**config.mk**
```make
export PLATFORM = sky130hd
export DESIGN_NAME = pu35_line_buf
export DESIGN_NICKNAME = d
export VERILOG_FILES = /design/src/rtl/palette_upscaler_3to5_rows_assert.svh /design/src/rtl/pu35_pkg.sv /design/src/rtl/pu35_line_buf.sv
export SDC_FILE = /design/constraint.sdc
export NUM_CORES = 2
export LEC_CHECK = 0
export ABC_AREA = 0
export BUFFER_PORTS_ARGS = -buffer_cell sky130_fd_sc_hd__buf_4
export CELL_PAD_IN_SITES_DETAIL_PLACEMENT = 0
export CELL_PAD_IN_SITES_GLOBAL_PLACEMENT = 2
export CORE_MARGIN = 3
export CORE_UTILIZATION = 55
export CTS_CLUSTER_SIZE = 8
export DETAILED_ROUTE_END_ITERATION = 16
export PLACE_DENSITY = 0.87
export SYNTH_ARGS = -nofsm -noshare
export SYNTH_HDL_FRONTEND = slang
export SYNTH_SLANG_ARGS = --single-unit
```
**constraint.sdc**
```tcl
create_clock -name clock -period 7 [get_ports clock]
set_clock_uncertainty 0.15 [all_clocks]
set_input_delay 1.05 -clock clock [delete_from_list [all_inputs] [get_ports clock]]
set_output_delay 1.05 -clock clock [all_outputs]
set_load 0.05 [all_outputs]
```
**src/rtl/palette_upscaler_3to5_rows_assert.svh**
```systemverilog
// assertion macros for the palette upscaler rtl
// no dependencies; included by the top level only
`ifndef PALETTE_UPSCALER_3TO5_ROWS_ASSERT_SVH
`define PALETTE_UPSCALER_3TO5_ROWS_ASSERT_SVH
`ifndef SYNTHESIS
// antecedent implies consequent in the same cycle
`define PU35_ASSERT_NOW(label, clk, rst, ante, cons) \
   label: assert property (@(posedge clk) disable iff (rst) (ante) |-> (cons)) \
      else $error("assertion failed: same-cycle check");
// antecedent implies consequent in the next cycle
`define PU35_ASSERT_NEXT(label, clk, rst, ante, cons) \
   label: assert property (@(posedge clk) disable iff (rst) (ante) |=> (cons)) \
      else $error("assertion failed: next-cycle check");
`else
`define PU35_ASSERT_NOW(label, clk, rst, ante, cons)
`define PU35_ASSERT_NEXT(label, clk, rst, ante, cons)
`endif
`endif

```
**src/rtl/pu35_pkg.sv**
```systemverilog
// shared constants, types and color functions of the palette upscaler
// no dependencies
package pu35_pkg;

   localparam int SRC_WIDTH  = 160;
   localparam int SRC_HEIGHT = 144;
   localparam int COL_W      = (SRC_WIDTH > 1) ? $clog2(SRC_WIDTH) : 1;
   localparam int ROW_W      = $clog2(SRC_HEIGHT);
   localparam int PAL_DEPTH  = 256;
   localparam int PAL_AW     = 8;
   localparam int COLOR_W    = 16;
   localparam int POS_W      = 8;

   localparam logic [POS_W-1:0] GROUP_STEP = 8'd5;
   localparam logic [31:0] CH_MASK = 32'h07e0f81f;
   localparam logic [31:0] CH_LSB  = 32'h00200801;

   typedef enum logic [1:0] {
      PH_ROW0  = 2'd0,
      PH_BLEND = 2'd1,
      PH_ROW2  = 2'd2
   } phase_type;

   typedef struct packed {
      logic [COL_W-1:0] col;
      phase_type        phase;
      logic [POS_W-1:0] group;
   } pos_type;

   function automatic logic [COLOR_W-1:0] pack565(input logic [7:0] r,
                                                  input logic [7:0] g,
                                                  input logic [7:0] b);
      return {r[7:3], g[7:2], b[7:3]};
   endfunction

   function automatic logic [31:0] spread565(input logic [COLOR_W-1:0] c);
      return ({16'h0000, c} | {c, 16'h0000}) & CH_MASK;
   endfunction

   // per-channel average, round half to even
   function automatic logic [COLOR_W-1:0] blend565(input logic [COLOR_W-1:0] c0,
                                                   input logic [COLOR_W-1:0] c1);
      logic [31:0] s;
      logic [31:0] h;
      s = spread565(c0) + spread565(c1);
      s = s + (CH_LSB & (s >> 1));
      h = (s >> 1) & CH_MASK;
      return h[15:0] | h[31:16];
   endfunction

endpackage

```
**src/rtl/pu35_line_buf.sv**
```systemverilog
// line buffer holding the colors of row 0 of the current row group
// one write and one registered read port; uses pu35_pkg
module pu35_line_buf (
   input  logic                           clock,
   input  logic                           wr_en,
   input  logic [pu35_pkg::COL_W-1:0]     wr_addr,
   input  logic [pu35_pkg::COLOR_W-1:0]   wr_data,
   input  logic                           rd_en,
   input  logic [pu35_pkg::COL_W-1:0]     rd_addr,
   output logic [pu35_pkg::COLOR_W-1:0]   rd_data
);
   import pu35_pkg::*;

   logic [COLOR_W-1:0] mem [SRC_WIDTH];
   logic [COLOR_W-1:0] rd_data_ff;

   always_ff @(posedge clock) begin
      if (wr_en) begin
         mem[wr_addr] <= wr_data;
      end
      if (rd_en) begin
         rd_data_ff <= mem[rd_addr];
      end
   end

   assign rd_data = rd_data_ff;
endmodule

```
# Word level (Yosys, flattened, before mapping)
# Memories as Yosys holds them, arrays and structs flattened. A register that Yosys moved wholly into a read port is not among the register bits.
# Index checks and enable logic that the tools add are counted.
classes:
  muxes: 2
ops:
  columns: ["cell", "count"]
  rows:
  - ["two-way mux 1 bit", 2]
totals:
  ramBits: 2560
  word_cells: 3
  memories: 1
  out_inout_bits: 16
  input_bits: 35
  regBits: 0
mem_list:
  columns: ["memory", "words", "word_bits", "rd", "rd_ports_with_merged_regs", "wr", "line", "rtl"]
  rows:
  - ["mem", 160, 16, 1, 1, 1, "pu35_line_buf.sv:14", "logic [COLOR_W-1:0] mem [SRC_WIDTH];"]

# Depth between registers and ports, before layout
depth:
  depth_word: 2
  mapped_depth: 12
  ltp_nobuf: 6

# Least setup slack after synthesis
# Ideal clock, no wire load.
synth_path:
  path_type: "input -> register"
  from: "input rd_addr[0] (netlist name)"
  to: "register rd_data_ff[11] (netlist: rd_data[11]), read port of mem, data pin"
  setup_time_ns: 0.261
  required_time_ns: 6.589
  path_stages: 8
  arrival_time_ns: 2.934
  path_slack_ns: 3.655
  path_cell_list: "buf_6 > buf_4 > buf_4 > buf_4 > mux4_2 > a221oi_1 > o21ai_0 > a311o_1"
synth_lines:
  columns: ["element", "line", "rtl"]
  rows:
  - ["from (decl)", "pu35_line_buf.sv:9", "input logic [pu35_pkg::COL_W-1:0] rd_addr,"]
  - ["to (decl)", "pu35_line_buf.sv:15", "logic [COLOR_W-1:0] rd_data_ff;"]

==> metrics list <==
- Endpoint of the worst-slack reg-to-reg timing path: rd_data[2]
- For the pin with the worst max-slew slack, the measured transition is 1.57 ns.
* Max VDD drop: 0.258 mV
- At the worst endpoint, the required time is 7.45 ns.
* Adder-cell share of the synthesized area: 0
* Crit share post-route: 0.681
- Violations in the final reports: max-capacitance violations, max-slew violations
- Largest net degree at the start of global routing: 102
- Final GP Congestion: 0.879
- In the routed design, unresolved DRC markers number 0.
- During synthesis, Yosys emitted a total of 0 warnings.
- Post-route non-filler standard cell count: 7216
- Worst flop-to-flop path startpoint: mem[84][2]
- The synthesized design contains 2576 enable-type register cells.
- Wires add up to 267000 µm.
* Total number of placement rows: 155
- The detailed router finished its first iteration with 7541 violations.
- Headroom to the max-slew limit came out at -0.0537.
- The portion of synthesized area spent on multiplexers is 0.164.
- Worst setup EP type: register
* Most utilized layer in the global route result: met2
- Unrepaired setup endpoints after global routing: false
- Hold/Removal Path Class: in2reg
* Top post-synthesis cells by area: sky130_fd_sc_hd__edfxtp_1 78%, sky130_fd_sc_hd__mux4_2 14%, sky130_fd_sc_hd__mux2i_1 1.7%, sky130_fd_sc_hd__nor2_1 0.74%, sky130_fd_sc_hd__nand2_1 0.51%
* Vias after detailed routing: 49.6k
* Synth Area in XOR/XNOR: 0
- Setup slack on the worst reg-to-reg path comes out at 3.62 ns.
* Post-Synthesis Cell Area: 99200 µm²
- Number of violations of the max-capacitance limit: 1
- After routing the design area is 113000 µm².
- In the global route stage, met3 resource usage came out at 0.0676.
* Met1 track demand over resource: 0.398
- Worst Path Class, Setup: in2reg
- Cell area after placement: 103000 µm²
- Most common cell after layout, fill and taps aside: sky130_fd_sc_hd__edfxtp_1
- Leakage power summed over all cells: 35.7 nW
- Source of the worst hold timing path: wr_data[1]
- Compound-Gate Fraction of Synth Area: 0.0197
- The worst hold path terminates at mem[0][1].
- In this run the remaining antenna-violating nets after routing total 0.
- Highest achievable clock rate: 0.210 GHz
- Of the total synthesized cell area, the portion taken by AND, OR, NAND and NOR gates is 0.0225.
* Initial antenna violation count: 21
* Fin nets: 4874
- After clock tree synthesis, the flow added hold-fix buffers numbering 0.
* Sink Count: 2576
- For this run, the total global-route usage over all layers was measured as 0.291.
* Final setup violation count: 0
- Global-route wire length before repair: 378000 µm
- For this design the ratio of total power to cell area is 300 nW/µm².
* CTS buffer count: 372
- Share of cells above drive strength 1: 0.285
- Final core utilization: 0.631
* Yosys cell types: 58
* First-pass DRT Iterations: 6
* Vias per cell: 6.88
* Hold depth: 1
- Clock-pin slew was measured on the worst setup and hold paths at 0.05 ns.
- Setup tns final: 0 ns
- Result of the run: finished with violations
- Total power draw: 33.9 mW
- Once detailed placement completed, the half-perimeter wirelength came to 154000 µm.
- Layout area overhead: 13.7%
- The core region is 179000 µm².
- Number of fill cells: 11.6k
- Depth of the worst register-to-register path: 4
- After clock tree synthesis, the repair step resized 0 gates.
- Vias in the first global route: 49.9k
- Post-placement cell count: 6820
- After detailed routing, the average wire length per cell comes to 37.0 µm.
* Cell type with the largest total area after synthesis: sky130_fd_sc_hd__edfxtp_1
- 51 I/O pins were placed.
- Clock Latency Late Sink: 0.98 ns
- Main flop type after synthesis: sky130_fd_sc_hd__edfxtp_1
- After layout, the worst setup slack is 2.24 ns.
* CTS tree: built
- STA puts the critical path data arrival time at 5.21 ns.
- Pins Over Slew Limit: 2
- Clock tree root driver cell: sky130_fd_sc_hd__clkbuf_16
* Startpoint type of the worst setup path: input pin
* Fraction of the yosys area taken by sequential cells: 0.780
- Final critical path time including I/O delays and setup: 4.76 ns
- Along the worst path, the maximum fanout reaches 61.
* Post-CTS setup-driven buffer insertion count: 0
- Starting density of the core: 0.555
- Synth Instances: 4422
* Final hold violation count: 0
* Die H: 431 µm
- Of all flip-flops after synthesis, the portion carrying an async set or reset was 0.
* Area share of the largest cell type after synthesis: 0.780
- Dpl ws: 1.46 ns
- Synth Net Count: 4457
* Die Outline Area: 185000 µm²
- Maximum count of clock buffers along a single path: 4
- Total of flip-flops plus latches after synthesis: 2576
- Worst hold margin: 0.432 ns
- IO buf count: 50
* Maximum level of the CTS H-tree: 5
- Overall die width: 431 µm
* Mapped Avg Cell Area: 22.4 µm²
- For met2 alone, demand over resource in global routing was 0.449.
* Total congestion overflow after global routing: 0
* Largest family of logic cells by synthesized area: multiplexers
- Commonest cells after routing, fill and taps aside: 2576 x sky130_fd_sc_hd__edfxtp_1, 638 x sky130_fd_sc_hd__mux4_2, 375 x sky130_fd_sc_hd__clkbuf_16, 262 x sky130_fd_sc_hd__buf_4, 167 x sky130_fd_sc_hd__mux2i_1
-- metal layers --
layer | share of wire | up-vias | routed length [µm]
li1 | - | 19400 | -
met4 | 0.054 | 10 | 14300
met1 | 0.36 | 26100 | 94800
met2 | 0.48 | 3411 | 128000
met3 | 0.11 | 665 | 30100
met5 | 0.00024 | - | 64
-- cells by family after synthesis --
| group | Yosys count |
|---|---|
| flip-flops | 2576 |
| multiplexers | 822 |
| AND/OR/NAND/NOR | 499 |
| AO/OA/AOI/OAI | 276 |
| buffers and inverters | 249 |
-- state kept, by name, summed over array words and instances (netlist names) --
name,count
rd_data,16
mem,2560
-- Yosys cell counts, types with 2 or more instances --
master                      count
sky130_fd_sc_hd__a32oi_1       16
sky130_fd_sc_hd__or3_1          3
sky130_fd_sc_hd__buf_2         67
sky130_fd_sc_hd__a311oi_1       5
sky130_fd_sc_hd__buf_4         56
sky130_fd_sc_hd__nor2b_1       27
sky130_fd_sc_hd__o211ai_1       8
sky130_fd_sc_hd__o21ai_0       19
sky130_fd_sc_hd__a2111oi_0      6
sky130_fd_sc_hd__nand2_1      135
sky130_fd_sc_hd__o311ai_1       2
sky130_fd_sc_hd__mux2i_1      167
sky130_fd_sc_hd__o22a_1         6
sky130_fd_sc_hd__a311o_1        2
sky130_fd_sc_hd__mux2_2        17
sky130_fd_sc_hd__a22oi_1       48
sky130_fd_sc_hd__nor2_1       195
sky130_fd_sc_hd__a21oi_1       34
sky130_fd_sc_hd__nand3_1       43
sky130_fd_sc_hd__mux4_2       638
sky130_fd_sc_hd__buf_6         21
sky130_fd_sc_hd__buf_1         22
sky130_fd_sc_hd__a31oi_1       17
sky130_fd_sc_hd__clkbuf_1      79
sky130_fd_sc_hd__a211oi_1      27
sky130_fd_sc_hd__o221ai_1      14
sky130_fd_sc_hd__a221oi_1       2
sky130_fd_sc_hd__a41oi_1        3
sky130_fd_sc_hd__or2_2          6
sky130_fd_sc_hd__and2_1         8
sky130_fd_sc_hd__edfxtp_1    2576
sky130_fd_sc_hd__o32ai_1        3
sky130_fd_sc_hd__nand4_1       22
sky130_fd_sc_hd__a22o_1         2
sky130_fd_sc_hd__o22ai_1       49
sky130_fd_sc_hd__nor4_1         4
sky130_fd_sc_hd__nand4b_1       2
sky130_fd_sc_hd__a211o_1        2
sky130_fd_sc_hd__nor3b_1        2
sky130_fd_sc_hd__inv_1          3
sky130_fd_sc_hd__nor3_1        19
sky130_fd_sc_hd__nand2b_1      19
sky130_fd_sc_hd__and3_1        11
-- worst max-delay path: stages --
cell and delay [ns]:
sky130_fd_sc_hd__buf_8 0.50, sky130_fd_sc_hd__buf_4 0.52, sky130_fd_sc_hd__buf_4 0.36, sky130_fd_sc_hd__mux4_2 0.56, sky130_fd_sc_hd__mux4_2 0.54, sky130_fd_sc_hd__a211oi_1 1.29, sky130_fd_sc_hd__o311ai_1 0.20
-- power by group --
part / switching (mW) / internal [mW]
clock: 5.87 / 9.31
combinational: 1.06 / 0.524
sequential: 0.0333 / 17.1
-- worst max-delay path by stage --
| stage | startpoint | end | slack (ns) | cells after the start |
|---|---|---|---|---|
| after floorplan | rd_addr[0] | rd_data[11] | 3.65 | 8 |
| after detailed placement | rd_addr[0] | rd_data[2] | 1.46 | 7 |
| after global placement | rd_addr[0] | rd_data[12] | 1.35 | 7 |
| after global routing | rd_addr[0] | rd_data[2] | 2.31 | 7 |
| final | rd_addr[0] | rd_data[2] | 2.24 | 7 |
| after CTS | rd_addr[0] | rd_data[2] | 2.33 | 7 |
-- cell type report --
cell class,count,area (µm²),area share
well taps,2355,2950,0.0261
multi-input cells,1597,20600,0.182
flip-flops and latches,2576,77400,0.686
clock inverters,9,81.3,0.000721
clock buffers,378,9400,0.0833
diodes,9,22.5,0.000200
repair buffers,289,2410,0.0214
inverters,3,16.3,0.000144
No activity file was read; power rests on OpenSTA's default activity.
