<file path="src/rtl/palette_upscaler_3to5_rows_assert.svh">
// assertion macros for the palette upscaler rtl
// no dependencies; included by the top level only
`ifndef PALETTE_UPSCALER_3TO5_ROWS_ASSERT_SVH
`define PALETTE_UPSCALER_3TO5_ROWS_ASSERT_SVH
`ifndef SYNTHESIS
// antecedent implies consequent in the same cycle
`define PU35_ASSERT_NOW(label, clk, rst, ante, cons) \
   label: assert property (@(posedge clk) disable iff (rst) (ante) |-> (cons)) \
      else $error("assertion failed: same-cycle check");
// antecedent implies consequent in the next cycle
`define PU35_ASSERT_NEXT(label, clk, rst, ante, cons) \
   label: assert property (@(posedge clk) disable iff (rst) (ante) |=> (cons)) \
      else $error("assertion failed: next-cycle check");
`else
`define PU35_ASSERT_NOW(label, clk, rst, ante, cons)
`define PU35_ASSERT_NEXT(label, clk, rst, ante, cons)
`endif
`endif

</file>
<file path="src/rtl/pu35_pkg.sv">
// shared constants, types and color functions of the palette upscaler
// no dependencies
package pu35_pkg;

   localparam int SRC_WIDTH  = 160;
   localparam int SRC_HEIGHT = 144;
   localparam int COL_W      = (SRC_WIDTH > 1) ? $clog2(SRC_WIDTH) : 1;
   localparam int ROW_W      = $clog2(SRC_HEIGHT);
   localparam int PAL_DEPTH  = 256;
   localparam int PAL_AW     = 8;
   localparam int COLOR_W    = 16;
   localparam int POS_W      = 8;

   localparam logic [POS_W-1:0] GROUP_STEP = 8'd5;
   localparam logic [31:0] CH_MASK = 32'h07e0f81f;
   localparam logic [31:0] CH_LSB  = 32'h00200801;

   typedef enum logic [1:0] {
      PH_ROW0  = 2'd0,
      PH_BLEND = 2'd1,
      PH_ROW2  = 2'd2
   } phase_type;

   typedef struct packed {
      logic [COL_W-1:0] col;
      phase_type        phase;
      logic [POS_W-1:0] group;
   } pos_type;

   function automatic logic [COLOR_W-1:0] pack565(input logic [7:0] r,
                                                  input logic [7:0] g,
                                                  input logic [7:0] b);
      return {r[7:3], g[7:2], b[7:3]};
   endfunction

   function automatic logic [31:0] spread565(input logic [COLOR_W-1:0] c);
      return ({16'h0000, c} | {c, 16'h0000}) & CH_MASK;
   endfunction

   // per-channel average, round half to even
   function automatic logic [COLOR_W-1:0] blend565(input logic [COLOR_W-1:0] c0,
                                                   input logic [COLOR_W-1:0] c1);
      logic [31:0] s;
      logic [31:0] h;
      s = spread565(c0) + spread565(c1);
      s = s + (CH_LSB & (s >> 1));
      h = (s >> 1) & CH_MASK;
      return h[15:0] | h[31:16];
   endfunction

endpackage

</file>
<file path="src/rtl/pu35_pos.sv">
// raster position tracker: column, row phase, output row base, source row
// uses pu35_pkg
module pu35_pos (
   input  logic               clock,
   input  logic               reset,
   input  logic               advance,
   input  logic               restart,
   output pu35_pkg::pos_type  pos
);
   import pu35_pkg::*;

   pos_type          pos_ff;
   pos_type          pos_in;
   logic [ROW_W-1:0] row_ff;
   logic [ROW_W-1:0] row_in;
   pos_type          base;
   logic [ROW_W-1:0] base_row;

   always_ff @(posedge clock) begin
      if (reset) begin
         pos_ff <= '0;
         row_ff <= '0;
      end else if (advance) begin
         pos_ff <= pos_in;
         row_ff <= row_in;
      end
   end

   always_comb begin
      base     = restart ? pos_type'('0) : pos_ff;
      base_row = restart ? '0 : row_ff;
      pos_in   = base;
      row_in   = base_row;
      if (base.col == COL_W'(SRC_WIDTH - 1)) begin
         pos_in.col = '0;
         if (base_row == ROW_W'(SRC_HEIGHT - 1)) begin
            row_in       = '0;
            pos_in.phase = PH_ROW0;
            pos_in.group = '0;
         end else begin
            row_in = base_row + 1'b1;
            unique case (base.phase)
               PH_ROW0:  pos_in.phase = PH_BLEND;
               PH_BLEND: pos_in.phase = PH_ROW2;
               default: begin
                  pos_in.phase = PH_ROW0;
                  pos_in.group = base.group + GROUP_STEP;
               end
            endcase
         end
      end else begin
         pos_in.col = base.col + 1'b1;
      end
   end

   assign pos = base;
endmodule

</file>
<file path="config.mk">
export PLATFORM = sky130hd
export DESIGN_NAME = pu35_pos
export DESIGN_NICKNAME = d
export VERILOG_FILES = /design/src/rtl/palette_upscaler_3to5_rows_assert.svh /design/src/rtl/pu35_pkg.sv /design/src/rtl/pu35_pos.sv
export SDC_FILE = /design/constraint.sdc
export NUM_CORES = 1
export LEC_CHECK = 0
export BUFFER_PORTS_ARGS = -buffer_cell sky130_fd_sc_hd__buf_2
export CAP_MARGIN = 20
export CELL_PAD_IN_SITES_DETAIL_PLACEMENT = 0
export CELL_PAD_IN_SITES_GLOBAL_PLACEMENT = 2
export CORE_MARGIN = 2
export CORE_UTILIZATION = 35
export CTS_BUF_LIST = sky130_fd_sc_hd__clkbuf_16
export CTS_CLUSTER_SIZE = 16
export DETAILED_ROUTE_END_ITERATION = 6
export PLACE_DENSITY = 0.84
export SETUP_SLACK_MARGIN = 0.4
export SLEW_MARGIN = 0
export SYNTH_ARGS = -nofsm -noshare
export SYNTH_HDL_FRONTEND = slang
export SYNTH_SLANG_ARGS = --single-unit
</file>
<file path="constraint.sdc">
create_clock -name clock -period 5.95 [get_ports clock]
set_input_delay 0.2975 -clock clock [delete_from_list [all_inputs] [get_ports clock]]
set_output_delay 0.2975 -clock clock [all_outputs]
set_load 0.05 [all_outputs]
</file>
* After elaboration in Yosys (flattened, before gate mapping) *
Cells that the tools add are included.

operators by class
  $add $sub $neg = 3
  equal/unequal tests = 3
  mux-type cells = 9
  reduce and logical (&&, ||, !) cells = 2

operators with widths
  cell                                                                    number
  8-bit 2-to-1 mux                                                        5
  10-bit 2-to-1 mux                                                       2
  18-bit 2-to-1 mux                                                       1
  8-bit by 1-bit adder with 8-bit output (second input constant)          2
  8-bit equality test (second input constant)                             2
  8-bit by 3-bit adder with 8-bit output (second input constant)          1
  2-bit one-hot mux with 2 select lines                                   1
  2-bit by 1-bit equality test with 1-bit output (second input constant)  1
  2-bit zero test                                                         1
  2-bit OR reduction                                                      1

storage, ports and cells
  flip-flop bits (word level) = 26
  input port bits = 4
  output and inout port bits = 18
  logic and storage cells = 21

* Longest topological paths before layout *
Gate-level depths: netlist (run 1).

  depth in word-level cells = 6
  depth in mapped cells = 11
  gate-level depth less buffers = 7

* Worst setup path before layout (run 1) *
No wires, ideal clock.

  path kind = input-to-reg
  start = input restart
  end = register pos_ff[7] (netlist name)
  setup time = 0.062 ns
  arrival time = 3.133 ns
  required time = 5.888 ns
  setup slack = 2.755 ns
  cell stages on the path = 10
  buffers on the path = 3
  path through = clkbuf_1 > clkbuf_1 > clkbuf_1 > nor2b_1 > ha_1 > nand4_1 > nor4_4 > nand4_1 > or3b_1 > nand3_1

RTL lines
  element                 line            RTL
  start: declaration      pu35_pos.sv:7   input logic restart,
  end signal: assignment  pu35_pos.sv:24  pos_ff <= pos_in;
  end: declaration        pu35_pos.sv:12  pos_type pos_ff;

* Worst setup path after layout (run 1) *
  start = input restart
  end = register pos_ff[4] (netlist name)

between the ends
  longest elaborated chain between the ends = 6
  elaborated cells between the ends (all ways) = 11
  classes of those cells = 1 x add/sub; 3 x eq/ne; 5 x mux; 2 x reduce/logical

RTL lines
  element                                                                         line            RTL
  branches (longest 5 deep; another with 8-bit by 3-bit adder with 8-bit output)  n/a
  10-bit 2-to-1 mux (*)                                                           pu35_pos.sv:34  if (base.col == COL_W'(SRC_WIDTH - 1)) begin

Every way passes the cells marked *.
A chain may end at the register's enable or synchronous reset.

==> results.json, run 1 <==
{
  "grt_pass1_vias": 1358,
  "vdd_drop_max_uv": 101,
  "clock_skew_ns": 0.00681,
  "ys_ff_latch": 26,
  "dr_total_vias": 1511,
  "max_stage_delay_ns": 0.74,
  "die_w_um": 70.0,
  "core_area_sq_um": 4260,
  "synth_top_area_cell": "dfxtp_1",
  "route.detailed.drc": 0,
  "ant_nets": 0,
  "grt_usage": 0.166,
  "nFillCells": 458,
  "total_power_uw": 348,
  "min_period_ns": 2.81,
  "hold-path-cell-count": 2,
  "cts_sinks": 26,
  "clkTransAtPathRegs_ns": 0.07,
  "die_area_sq_um": 4900,
  "p_leak_nw": 0.680,
  "first_pass_iters": 4,
  "fin_area_sq_um": 1740,
  "htreeDepth": 1,
  "drt_iter0_drc": 108,
  "hold_path_class": "in -> reg",
  "netlist_top_cells_area": "dfxtp_1 34%, nor2b_1 7.8%, a21oi_1 6.2%, nor2_1 4.4%, o21ai_0 4.3%",
  "cp.required_ns": 6.11,
  "area_delta_synth_final_pct": 13.9,
  "worst_pin_slew_ns": 0.866,
  "cp_slowest_cell": "nor2_1",
  "die_h_um": 70.0,
  "worstPathArrival_ns": 2.97,
  "grt_max_degree": 41,
  "cp-start-kind": "input pin",
  "cts_tree": "done",
  "post_dp_cell_area_sq_um": 1660,
  "fin_setup_tns_ns": 0,
  "setup_ws_ns": 3.14,
  "numCtsBuffers": 3,
  "drive_gt1_frac": 0.136,
  "cts_root_buffer": "clkbuf_16",
  "relSlewSlack": 0.421,
  "reg2reg_to": "pos_ff[4]$_SDFFE_PP0P_",
  "final_common_cell": "dfxtp_1",
  "critical_path_class": "in -> reg",
  "fmax_mhz": 356,
  "critical_path_peak_fanout": 40,
  "hold_end": "row_ff[0]$_SDFFE_PP0P_",
  "wire_per_inst_um": 14.9,
  "cts_setup_buffers": 0,
  "seq_area_frac_synth": 0.341,
  "fin_hold_ws_ns": 0.406,
  "slew_violations": 0,
  "final_cell_mix": "26 x dfxtp_1, 21 x buf_2, 19 x nor2b_1, 19 x a21oi_1, 18 x nor2_1",
  "placementRows": 24,
  "clockBufferDepth": 2,
  "r2r_cells": 7,
  "n_antenna_cell": 0,
  "p_per_area_nw_per_um2": 200,
  "yosysWarnings": 0,
  "max_cap_viol_count": 0,
  "io_pins": 22,
  "grt-ovfl-total": 0,
  "place_hpwl_um": 2810,
  "io_buffers": 21,
  "status": "finished clean",
  "grt_pass1_wl_um": 6730,
  "start_util": 0.358,
  "vias_per_cell": 5.70,
  "min_period_over_period": 0.472,
  "r2r-start": "pos_ff[10]$_SDFFE_PP0P_",
  "avgSynthCellArea_sq_um": 7.70,
  "setup_viol": 0,
  "hold_start": "reset",
  "synth_area_sq_um": 1530,
  "post_cts_resized": 0,
  "post-place-ws_ns": 2.88,
  "instances_no_fill": 265,
  "synth_cell_type_count": 36,
  "r2r_setup_slack_ns": 3.22,
  "final_nets": 221,
  "routabilityCongestion": 0.799,
  "antenna_found_initial": 0,
  "dp.cells": 262,
  "final_hold_viol_count": 0,
  "rsz0062_at_grt": "false",
  "routed_wl_um": 3950,
  "path_cells": "buf_2 > nor2b_1 > ha_1 > nand4_1 > nor2_1 > a21oi_1 > a21o_1 > a32o_1",
  "critPathCaptureType": "register",
  "clock_latency_ns": 0.26,
  "yosys.area.top_type_share": 0.341,
  "cts_hold_repair.buffers": 0,
  "fin_util": 0.407,
  "synth.net_count": 204,
  "synthCells": 198
}
## cells by family after synthesis
logic type / after synthesis / synth area share
adder cells (fa/ha/maj): 2 / 0.0164
AND/OR/NAND/NOR: 99 / 0.380
flip-flops: 26 / 0.341
multiplexers: 1 / 0.00656
AO/OA/AOI/OAI: 54 / 0.217
buffers and inverters: 16 / 0.0394
## per-layer routing
layer	wire length [um]	vias to the layer above	track usage
met5	0	-	0
met3	186	2	0.0245
met1	1900	720	0.245
li1	-	756	-
met2	1830	33	0.259
met4	24	0	0.0321
## state kept, by name, indices dropped and copies added, names as in the netlist
| register | cells |
|---|---|
| pos_ff | 18 |
| row_ff | 8 |
## power by group
part	internal, mW	switching [mW]	total (mW)
Combinational	0.00601	0.0170	0.0230
Clock	0.0891	0.0606	0.150
Sequential	0.175	0.000420	0.175
## worst max path at each step
| stage | start | endpoint | slack [ns] |
|---|---|---|---|
| CTS | restart | pos_ff[5]$_SDFFE_PP0P_ | 3.13 |
| finish | restart | pos_ff[4]$_SDFFE_PP0P_ | 3.14 |
| global placement | restart | pos_ff[4]$_SDFFE_PP0P_ | 3.03 |
| floorplan | restart | pos_ff[7]$_SDFFE_PP0P_ | 2.76 |
| global route | restart | pos_ff[4]$_SDFFE_PP0P_ | 2.83 |
| detailed placement | restart | pos_ff[5]$_SDFFE_PP0P_ | 2.88 |
## synth_stat cells
library cell / instances
a31oi_1: 5
nand4b_1: 5
nor4b_1: 1
nor2_1: 18
nor4_4: 2
o2bb2ai_1: 1
nor3_1: 2
a211oi_1: 2
or3_1: 2
a21o_1: 1
o31ai_1: 2
or3b_1: 1
ha_1: 2
nand2b_1: 6
and3_1: 4
inv_1: 7
dfxtp_1: 26
or4b_4: 1
and2_1: 2
o211ai_1: 2
a21oi_1: 19
a22o_1: 1
nand2_1: 16
nor2b_1: 19
a221oi_1: 1
clkbuf_1: 9
nand3b_1: 1
nand4_1: 4
or2_2: 1
a32o_1: 3
mux2i_1: 1
or3b_2: 1
nor4_1: 4
nand3_1: 9
o21ai_0: 13
a22oi_1: 4
## final cells by class
class	instances	area (sq um)	share of cell area
flip-flops and latches	26	520	0.300
inverters	7	26.3	0.0151
well taps	52	65.1	0.0375
clock buffers	3	75.1	0.0432
repair buffers	21	105	0.0605
multi-input cells	156	945	0.544
## critical path, delay by kind of cell
kind / cells / cell delay [ns]
adder cells (fa/ha/maj): 1 / 0.23
AO/OA/AOI/OAI: 3 / 0.85
AND/OR/NAND/NOR: 3 / 1.27
buffers and inverters: 1 / 0.30
No activity file was read; power rests on OpenSTA's default activity.
==> inputs of run 2 (changes only) <==
- CORE_UTILIZATION: 35 -> 29
- PLACE_DENSITY: 0.84 -> 0.75
- clock period: 5.95 -> 2.5 ns (I/O delays scaled with it)
==> run 2 against run 1 <==
Against the previous run: setup slack lost 2.7 ns; via count rose by 1.9%; critical path depth down 2; flip-flop and latch count unchanged; global-route usage is 1.8 points lower; non-clock buffer count grew 14; power up 140%; cell count is 12% higher; combinational power increased to 2.9 times the previous value; critical path type is now reg -> reg.
==> results.json, run 2 (synthesized netlist as in run 1, its figures left out) <==
{
  "status": "finished clean",
  "first_pass_iters": 4,
  "route.detailed.drc": 0,
  "p_leak_nw": 0.773,
  "drive_gt1_frac": 0.237,
  "rsz0062_at_grt": "true",
  "vdd_drop_max_uv": 289,
  "fin_setup_tns_ns": 0,
  "htreeDepth": 1,
  "fmax_mhz": 492,
  "grt_max_degree": 19,
  "final_common_cell": "dfxtp_1",
  "final_nets": 235,
  "grt_pass1_wl_um": 7220,
  "regArea_sq_um": 522,
  "clock_skew_ns": 0.00285,
  "p_per_area_nw_per_um2": 435,
  "io_buffers": 21,
  "largest_reg_flops": 18,
  "cts_sinks": 26,
  "min_period_ns": 2.03,
  "setup_ws_ns": 0.467,
  "routabilityCongestion": 0.765,
  "clock_latency_ns": 0.26,
  "top_regs": "pos_ff: 18 flops, row_ff: 8 flops",
  "relSlewSlack": 0.683,
  "die_h_um": 76.5,
  "instances_no_fill": 298,
  "area_delta_synth_final_pct": 27.2,
  "die_w_um": 76.5,
  "final_hold_viol_count": 0,
  "regMostFlops": "pos_ff",
  "clockBufferDepth": 2,
  "post-place-ws_ns": 0.321,
  "slew_violations": 0,
  "critical_path_peak_fanout": 7,
  "final_cell_mix": "25 x dfxtp_1, 21 x buf_2, 17 x nor2b_1, 17 x nor2_1, 17 x a21oi_1",
  "n_antenna_cell": 0,
  "wire_per_inst_um": 14.3,
  "total_power_uw": 843,
  "numCtsBuffers": 3,
  "hold_path_class": "in -> reg",
  "die_area_sq_um": 5860,
  "max_stage_delay_ns": 0.61,
  "nFillCells": 562,
  "cp_slowest_cell": "or4b_4",
  "drt_iter0_drc": 78,
  "cp.required_ns": 2.65,
  "placementRows": 26,
  "dr_total_vias": 1540,
  "cts_tree": "done",
  "max_cap_viol_count": 0,
  "critical_path_class": "reg -> reg",
  "grt_pass1_vias": 1474,
  "setup_viol": 0,
  "clkTransAtPathRegs_ns": 0.07,
  "path_cells": "or4b_4 > nor4_4 > buf_4 > nand2_1 > a21o_1 > a32o_1",
  "grt_usage": 0.149,
  "ant_nets": 0,
  "antenna_found_initial": 0,
  "io_pins": 22,
  "routed_wl_um": 4270,
  "start_util": 0.299,
  "cts_hold_repair.buffers": 0,
  "min_period_over_period": 0.813,
  "grt-ovfl-total": 0,
  "cp-start-kind": "register",
  "place_hpwl_um": 3080,
  "vias_per_cell": 5.17,
  "critPathCaptureType": "register",
  "worst_pin_slew_ns": 0.471,
  "cts_root_buffer": "clkbuf_16",
  "dp.cells": 289,
  "multi_input_area_sq_um": 1010,
  "worstPathArrival_ns": 2.19,
  "core_area_sq_um": 5110
}
## run 2: cell count changes in the layout (fill, tap and decap cells not counted), moves of 2 or more
cell and change:
nor2b_1 -2, a21oi_1 -2, a21oi_2 +2, buf_4 +14, nor2b_4 +2, nor4_1 -2
## run 2: report_power, final
group / internal (mW) / switching [mW] / leakage, nW
sequential: 0.416 / 0.00120 / 0.210
combinational: 0.0210 / 0.0446 / 0.524
clock: 0.214 / 0.147 / 0.0385
## run 2: area by class of cell
class | instances | area share
Multi-Input combinational cell | 156 | 0.523
Sequential cell | 26 | 0.269
Timing Repair Buffer | 35 | 0.108
Tap cell | 70 | 0.0452
Clock buffer | 3 | 0.0387
Inverter | 7 | 0.0135
Clock inverter | 1 | 0.00194
## run 2: stage by stage
stage | cell area, sq um | hold slack, ns | util
4_1_cts | 1870 | 0.241 | 0.366
6_report | 1940 | 0.241 | 0.380
3_3_place_gp | 1790 | 0.450 | 0.350
5_1_grt | 1940 | 0.251 | 0.380
2_1_floorplan | 1600 | 0.400 | -
3_5_place_dp | 1790 | 0.453 | 0.350
## run 2: worst paths after layout
path | from | end | slack [ns] | cells after the start
worst max-delay path | pos_ff[16]$_SDFFE_PP0P_ | pos_ff[4]$_SDFFE_PP0P_ | 0.47 | 6
worst min-delay path | reset | pos_ff[9]$_SDFFE_PP0P_ | 0.24 | 2
worst max register to register | pos_ff[16]$_SDFFE_PP0P_ | pos_ff[4]$_SDFFE_PP0P_ | 0.47 | 6
worst min register to register | pos_ff[2]$_SDFFE_PP0P_ | pos_ff[2]$_SDFFE_PP0P_ | 0.46 | 2
## run 2: repair_timing
item | in CTS | in global routing
pin swaps | 0 | 2
buffers inserted | 0 | 5
endpoints found under the hold margin | 0 | 0
resized for setup | 1 | 7
endpoints found under the setup margin | 1 | 17
## run 2: per-layer routing
layer | GRT usage | vias to the layer above | part of all wire
li1 | - | 782 | -
met1 | 0.202 | 717 | 0.48
met2 | 0.248 | 37 | 0.47
met3 | 0.0320 | 4 | 0.043
met4 | 0.0200 | 0 | 0.0063
met5 | 0 | - | 0
## run 2: critical path, delay by kind of cell (launching register included)
| kind | cells | cell delay, ns |
|---|---|---|
| compound gates | 2 | 0.35 |
| buf+inv | 1 | 0.17 |
| simple gates | 3 | 1.02 |
| flops | 1 | 0.38 |
